[src/design/rht_pkg.sv]
// Shared types and constants for the reference-counted handle table.
// No dependencies; used by every module of the block.
`timescale 1ns / 1ps

package rht_pkg;

  localparam int CW     = 16;
  localparam int IDX_W  = 6;
  localparam int DEV_W  = 2;
  localparam int REQ_W  = 3;
  localparam int HND_W  = 64;
  localparam int KIND_W = 2;
  localparam int ST_W   = 2;
  localparam int DATA_W = 80;

  localparam logic [REQ_W-1:0] REQ_ADD     = 3'd0;
  localparam logic [REQ_W-1:0] REQ_ACQUIRE = 3'd1;
  localparam logic [REQ_W-1:0] REQ_RELEASE = 3'd2;
  localparam logic [REQ_W-1:0] REQ_ASSIGN  = 3'd3;
  localparam logic [REQ_W-1:0] REQ_PHASE   = 3'd4;

  localparam logic [ST_W-1:0] STATUS_OK   = 2'd0;
  localparam logic [ST_W-1:0] STATUS_FULL = 2'd1;
  localparam logic [ST_W-1:0] STATUS_NULL = 2'd2;
  localparam logic [ST_W-1:0] STATUS_ERR  = 2'd3;

  localparam logic [IDX_W-1:0] WALK_LIMIT = 6'd63;
  localparam logic [CW-1:0]    COUNT_MAX  = 16'hFFFF;
  localparam logic [CW-1:0]    COUNT_ONE  = 16'd1;

  typedef enum logic [1:0] {
    CNT_INC = 2'b01,
    CNT_DEC = 2'b10
  } cnt_op_t;

  typedef struct packed {
    logic rd_en;
    logic cl_we;
    logic hd_we;
  } mem_ctl_t;

endpackage

[src/design/rht_cnt_unit.sv]
// Shared 16-bit increment/decrement unit with limit detect.
// Uses rht_pkg for the operation type and word width.
`timescale 1ns / 1ps

module rht_cnt_unit (
  input  rht_pkg::cnt_op_t       op,
  input  logic [rht_pkg::CW-1:0] operand,
  output logic [rht_pkg::CW-1:0] result,
  output logic                   at_limit
);

  always_comb begin
    unique case (op)
      rht_pkg::CNT_INC: begin
        result   = operand + rht_pkg::COUNT_ONE;
        at_limit = (operand == rht_pkg::COUNT_MAX);
      end
      rht_pkg::CNT_DEC: begin
        result   = operand - rht_pkg::COUNT_ONE;
        at_limit = (operand == '0);
      end
      default: begin
        result   = operand;
        at_limit = 1'b0;
      end
    endcase
  end

endmodule

[config.mk]
export PLATFORM = sky130hd
export DESIGN_NAME = rht_cnt_unit
export DESIGN_NICKNAME = d
export VERILOG_FILES = /design/src/design/rht_pkg.sv /design/src/design/rht_cnt_unit.sv
export SDC_FILE = /design/constraint.sdc
export NUM_CORES = 1
export LEC_CHECK = 0
export ABC_AREA = 0
export BUFFER_PORTS_ARGS = -buffer_cell sky130_fd_sc_hd__buf_2
export CAP_MARGIN = 20
export CORE_MARGIN = 2
export CORE_UTILIZATION = 40
export DETAILED_ROUTE_END_ITERATION = 7
export GPL_ROUTABILITY_DRIVEN = 1
export GPL_TIMING_DRIVEN = 0
export REMOVE_ABC_BUFFERS = 1
export SLEW_MARGIN = 0
export SYNTH_ARGS = -nofsm -noshare
export SYNTH_HDL_FRONTEND = slang
export SYNTH_SLANG_ARGS = --single-unit
[constraint.sdc]
create_clock -name vclk -period 5.69
set_input_delay 1.4225 -clock vclk [all_inputs]
set_output_delay 1.4225 -clock vclk [all_outputs]
set_load 0.02 [all_outputs]
==> results of run 1 <==
==> cells by family after synthesis <==
family	after synthesis	synth area share
and+or+nand+nor	98	0.361
AOI/OAI and AO/OA	71	0.379
buffers and inverters	30	0.0996
xor gates and xnor gates	14	0.0880
muxes	5	0.0368
adders and majority gates	4	0.0359
==> how the worst max path moves through the flow <==
stage,start,end,slack [ns],cells past startpoint
after floorplan,op[0],result[12],0.31,10
after global placement,op[0],result[12],-0.25,12
after detailed placement,op[0],result[12],0.004,13
after CTS,op[0],result[12],0.25,13
after global routing,op[0],result[12],0.06,13
final,op[0],result[12],0.27,13
==> layout make-up <==
class                           instances  area [um^2]  area share
Tap cell                               46         57.6      0.0371
Multi-Input combinational cell        192         1260       0.810
Inverter                                9         33.8      0.0218
Timing Repair Buffer                   36          203       0.131
==> layout by cell type, fill, tap and decap left out, types with 3 or more instances in the layout <==
cell type / Yosys / layout
a21o_1: 4 / 4
a21oi_1: 14 / 14
a32oi_1: 4 / 4
and3_1: 3 / 3
buf_2: 15 / 35
ha_1: 4 / 3
inv_1: 8 / 8
mux2i_1: 4 / 4
nand2_1: 23 / 23
nand2b_1: 4 / 4
nand3_1: 9 / 9
nand4_1: 8 / 8
nor2_1: 19 / 19
nor2b_1: 5 / 5
nor3_1: 10 / 10
o211ai_1: 4 / 4
o21a_1: 4 / 4
o21ai_0: 8 / 8
o31a_1: 3 / 3
or3_1: 3 / 3
xnor2_1: 6 / 6
xor2_1: 8 / 8
==> layer usage <==
metal,wire length [um],up-vias
met5,0,-
met4,0,0
met3,166,0
met2,1840,39
met1,1840,744
li1,-,859
==> metrics by stage <==
stage | util | hold WS, ns
final | 0.465 | 3.21
after global routing | 0.465 | 3.24
after CTS | 0.465 | 3.22
after detailed placement | 0.464 | 3.22
after global placement | 0.456 | 3.21
after floorplan | - | 2.97
==> where the power goes <==
group / internal, mW / switching, mW / leakage (nW)
registers: 0 / 0 / 0
clock network: 0 / 0 / 0
logic: 0.0524 / 0.0887 / 0.613
total: 0.0524 / 0.0887 / 0.613
==> qor.yml, run 1 <==
netlist_instances: 222
cp.required_ns: 4.27
die-height_um: 63.0
drive_gt1_frac: 0.207
post-synth-top-count-cell: "nand2_1"
critPathSlowestCell: "ha_2"
initial_core_util: 0.418
max-slew-margin-rel: 0.432
worstSetupEndpointType: "output port"
seq_cell_count: 0
cp-start-kind: "primary input"
grt_start_max_net_pins: 26
portBuffers: 35
crit_chain: "buf_2, inv_1, ha_2, buf_16, xor2_1, ha_1, and3b_1, o21ai_2, nor4_1, nor3_1, o211ai_1, xor2_1, buf_2"
hold_depth: 3
std_cell_rows: 21
worstSetupPathType: "primary input to output port"
fin_cells: 283
cp_top_family: "simple AND/OR/NAND/NOR gates"
met2_usage: 0.338
dr.pass1.iters: 4
postCtsSetupRepairBufs: 0
ios: 35
gr-max-usage-layer: "met2"
met3_usage: 0.00721
power_mw: 0.141
antenna_found_initial: 0
vdd_drop_max_uv: 44.6
power.density_nw_per_um2: 90.9
min_path_type: "primary input to output port"
grt_pass1_vias: 1477
gr-total-overflow: 0
slew_viol_final: 0
fmax_mhz: 184
area.growth.synth_to_final_pct: 11.3
post-route-drc-count: 0
hp-start: "operand[0]"
hpwl_um: 2910
layout_setup_ws_ns: 0.265
drt_wl_total_um: 3850
synth_common_cells: "23 x nand2_1, 19 x nor2_1, 15 x buf_2"
die_w_um: 63.0
viasPerCell: 5.80
leakage_nw: 0.613
detail-route-antenna-nets: 0
setup_viol: 0
finalHoldViolations: 0
use_met1: 0.284
postCtsHoldBufs: 0
grt_pass1_wl_um: 6780
hold_end: "result[0]"
critPathBufInv: 4
period_needed_ns: 5.42
nFillCells: 374
yosysWarnings: 0
fin_area_um2: 1550
final.clkbuf_count: 0
num_vias: 1642
gp_congestion: 0.857
grtUsageTotal: 0.199
routedWlPerCell_um: 13.6
synth_top_area_cell: "nand2_1"
fin_nets: 261
initialDrtViolationCount: 74
dp_cells: 283
synth_cell_types: 60
postCtsResizedCells: 1
rsz0062_at_grt: "no"
slowest_delay_ns: 0.46
pre_cts_ws_ns: 0.00400
yosysSeqAreaShare: 0
die-area_um2: 3970
synth_top_area_share: 0.0619
cp_max_fo: 23
worst_pin_slew_ns: 0.851
n_antenna_cell: 0
syn-cell-area_um2: 1390
status: "finished clean"
maxCapViolCount: 0
finalSetupTns_ns: 0
timing.final.crit_share: 0.953
core_um2: 3340
cp_data_arrival_time_ns: 4.00
seqCellArea_um2: 0
dpl-instance-area_um2: 1550
syn_area_per_cell_um2: 6.28
synth_area_leaders: "nand2_1 6.2%, buf_2 5.4%, nor2_1 5.1%"
(Power assumes the default switching activity.)
==> run 2, diff against run 1 <==
REMOVE_ABC_BUFFERS = unset   (was 1)
==> run 2 against run 1 <==
Fmax rose by 0.28%. Count of clock-buffer cells in the layout did not move. Total power rose by 5.9%. Die area did not move. Hold slack got worse by 0.035 ns. Critical path depth rose by 1. Core utilization rose by 2.5 points. Combinational power rose by 6%. Setup slack improved by 0.015 ns. Routed wire length rose by 14%. Largest cell class unchanged. Highest routed layer is now met4.
==> qor.yml, run 2 (same netlist as run 1, synthesis figures left out) <==
area.growth.synth_to_final_pct: 17.4  # was 11.3%
final_cell_mix: "38 x buf_2, 23 x nand2_1, 19 x nor2_1"  # was 35 x buf_2, 23 x nand2_1, 19 x nor2_1
crit_chain: "buf_2, inv_1, ha_4, clkbuf_4, buf_4, xor2_1, ha_1, and3b_1, o21ai_4, a21oi_1, o31ai_1, nand3_1, xnor2_1, buf_2"  # was buf_2, inv_1, ha_2, buf_16, xor2_1, ha_1, and3b_1, o21ai_2, nor4_1, nor3_1, o211ai_1, xor2_1, buf_2
min_path_type: "primary input to output port"  # unchanged
cp_data_arrival_time_ns: 3.99  # was 4.00 ns
worstSetupEndpointType: "output port"  # unchanged
setup_viol: 0  # unchanged
n_antenna_cell: 0  # unchanged
leakage_nw: 0.650  # was 0.613 nW
fin_util: 0.490  # was 0.465
status: "finished clean"  # unchanged
dr.pass1.iters: 4  # unchanged
initialDrtViolationCount: 221  # was 74
drive_gt1_frac: 0.243  # was 0.207
final.clkbuf_count: 0  # unchanged
fmax_mhz: 185  # was 184 MHz
dp_cells: 294  # was 283
crit_top_cell: "buf_2"
grt_start_max_net_pins: 11  # was 26
viasPerCell: 5.96  # was 5.80
dr_wl_met3_um: 302  # was 166 um
antenna_found_initial: 0  # unchanged
fin_cells: 293  # was 283
critPathBufInv: 5  # was 4
grtUsageTotal: 0.215  # was 0.199
slowest_delay_ns: 0.28  # was 0.46 ns
ios: 35  # unchanged
std_cell_rows: 21  # unchanged
worstSetupPathType: "primary input to output port"  # unchanged
routedWlPerCell_um: 14.9  # was 13.6 um
hpwl_um: 3310  # was 2910 um
fin_nets: 271  # was 261
post-route-drc-count: 0  # unchanged
die-height_um: 63.0  # unchanged
final_common_cell: "buf_2"  # unchanged
finalHoldViolations: 0  # unchanged
grt_pass1_vias: 1492  # was 1,477
die-area_um2: 3970  # unchanged
rsz0062_at_grt: "no"  # unchanged
grt_pass1_wl_um: 7190  # was 6780 um
detail-route-antenna-nets: 0  # unchanged
gp_congestion: 0.932  # was 0.857
synth_nets: 244
drt_wl_total_um: 4370  # was 3850 um
postCtsSetupRepairBufs: 0  # unchanged
gr-total-overflow: 0  # unchanged
worst_pin_slew_ns: 0.558  # was 0.851 ns
top_layer: "met4"  # was met3
vdd_drop_max_uv: 35.4  # was 44.6 uV
max-slew-margin-rel: 0.625  # was 0.432
slew_viol_final: 0  # unchanged
seqCellArea_um2: 0  # unchanged
met1_length_um: 2090  # was 1840 um
cp_max_fo: 19  # was 23
critPathSlowestCell: "o21ai_4"  # was ha_2
portBuffers: 26  # was 35
initial_core_util: 0.418  # unchanged
num_vias: 1745  # was 1,642
cp-start-kind: "primary input"  # unchanged
maxCapViolCount: 0  # unchanged
seq_cell_count: 0  # unchanged
timing.final.crit_share: 0.951  # was 0.953
period_needed_ns: 5.41  # was 5.42 ns
power.density_nw_per_um2: 91.3  # was 90.9 nW/um^2
die_w_um: 63.0  # unchanged
cp_top_family: "buffers and inverters"  # was simple AND/OR/NAND/NOR gates
postCtsHoldBufs: 0  # unchanged
met2_length_um: 1960  # was 1840 um
core_um2: 3340  # unchanged
cp.required_ns: 4.27  # about the same
## run 2: final cells by class
cell class | instances | area, um^2
Tap cell | 46 | 57.6
Buffer | 20 | 105
Timing Repair Buffer | 26 | 130
Fill cell | 377 | 1700
Multi-Input combinational cell | 192 | 1310
Inverter | 9 | 33.8
## run 2: per-stage QoR
step / hold WS, ns / setup TNS (ns) / setup slack [ns] / cell area [um^2] / total power, mW
after floorplan: 2.97 / 0 / 0.376 / 1390 / 0.105
after global placement: 3.17 / -0.944 / -0.224 / 1580 / 0.144
after detailed placement: 3.17 / -0.749 / -0.193 / 1580 / 0.144
after CTS: 3.17 / 0 / 0.00610 / 1600 / 0.146
after global routing: 3.19 / 0 / 0.0926 / 1640 / 0.162
final: 3.18 / 0 / 0.281 / 1640 / 0.149
## run 2: final timing paths
kind / startpoint / end / slack [ns] / cells past startpoint
worst max-delay path: op[0] / result[8] / 0.28 / 14
worst min-delay path: operand[2] / result[2] / 3.18 / 3
## run 2: where the power goes
| group | internal (mW) | leakage [nW] | total (mW) | switching (mW) |
|---|---|---|---|---|
| logic | 0.0547 | 0.650 | 0.149 | 0.0947 |
| clock network | 0 | 0 | 0 | 0 |
| registers | 0 | 0 | 0 | 0 |
| total | 0.0547 | 0.650 | 0.149 | 0.0947 |
## run 2: routing by layer
layer	vias to the layer above	track usage
met5	-	0
met4	0	0.0250
met3	3	0.00360
met2	67	0.360
met1	802	0.315
li1	873	-
## run 2: timing repair
| item | in CTS | in global routing |
|---|---|---|
| setup endpoints to repair | 6 | 6 |
| resized for setup | 4 | 11 |
| pin swaps | 0 | 1 |
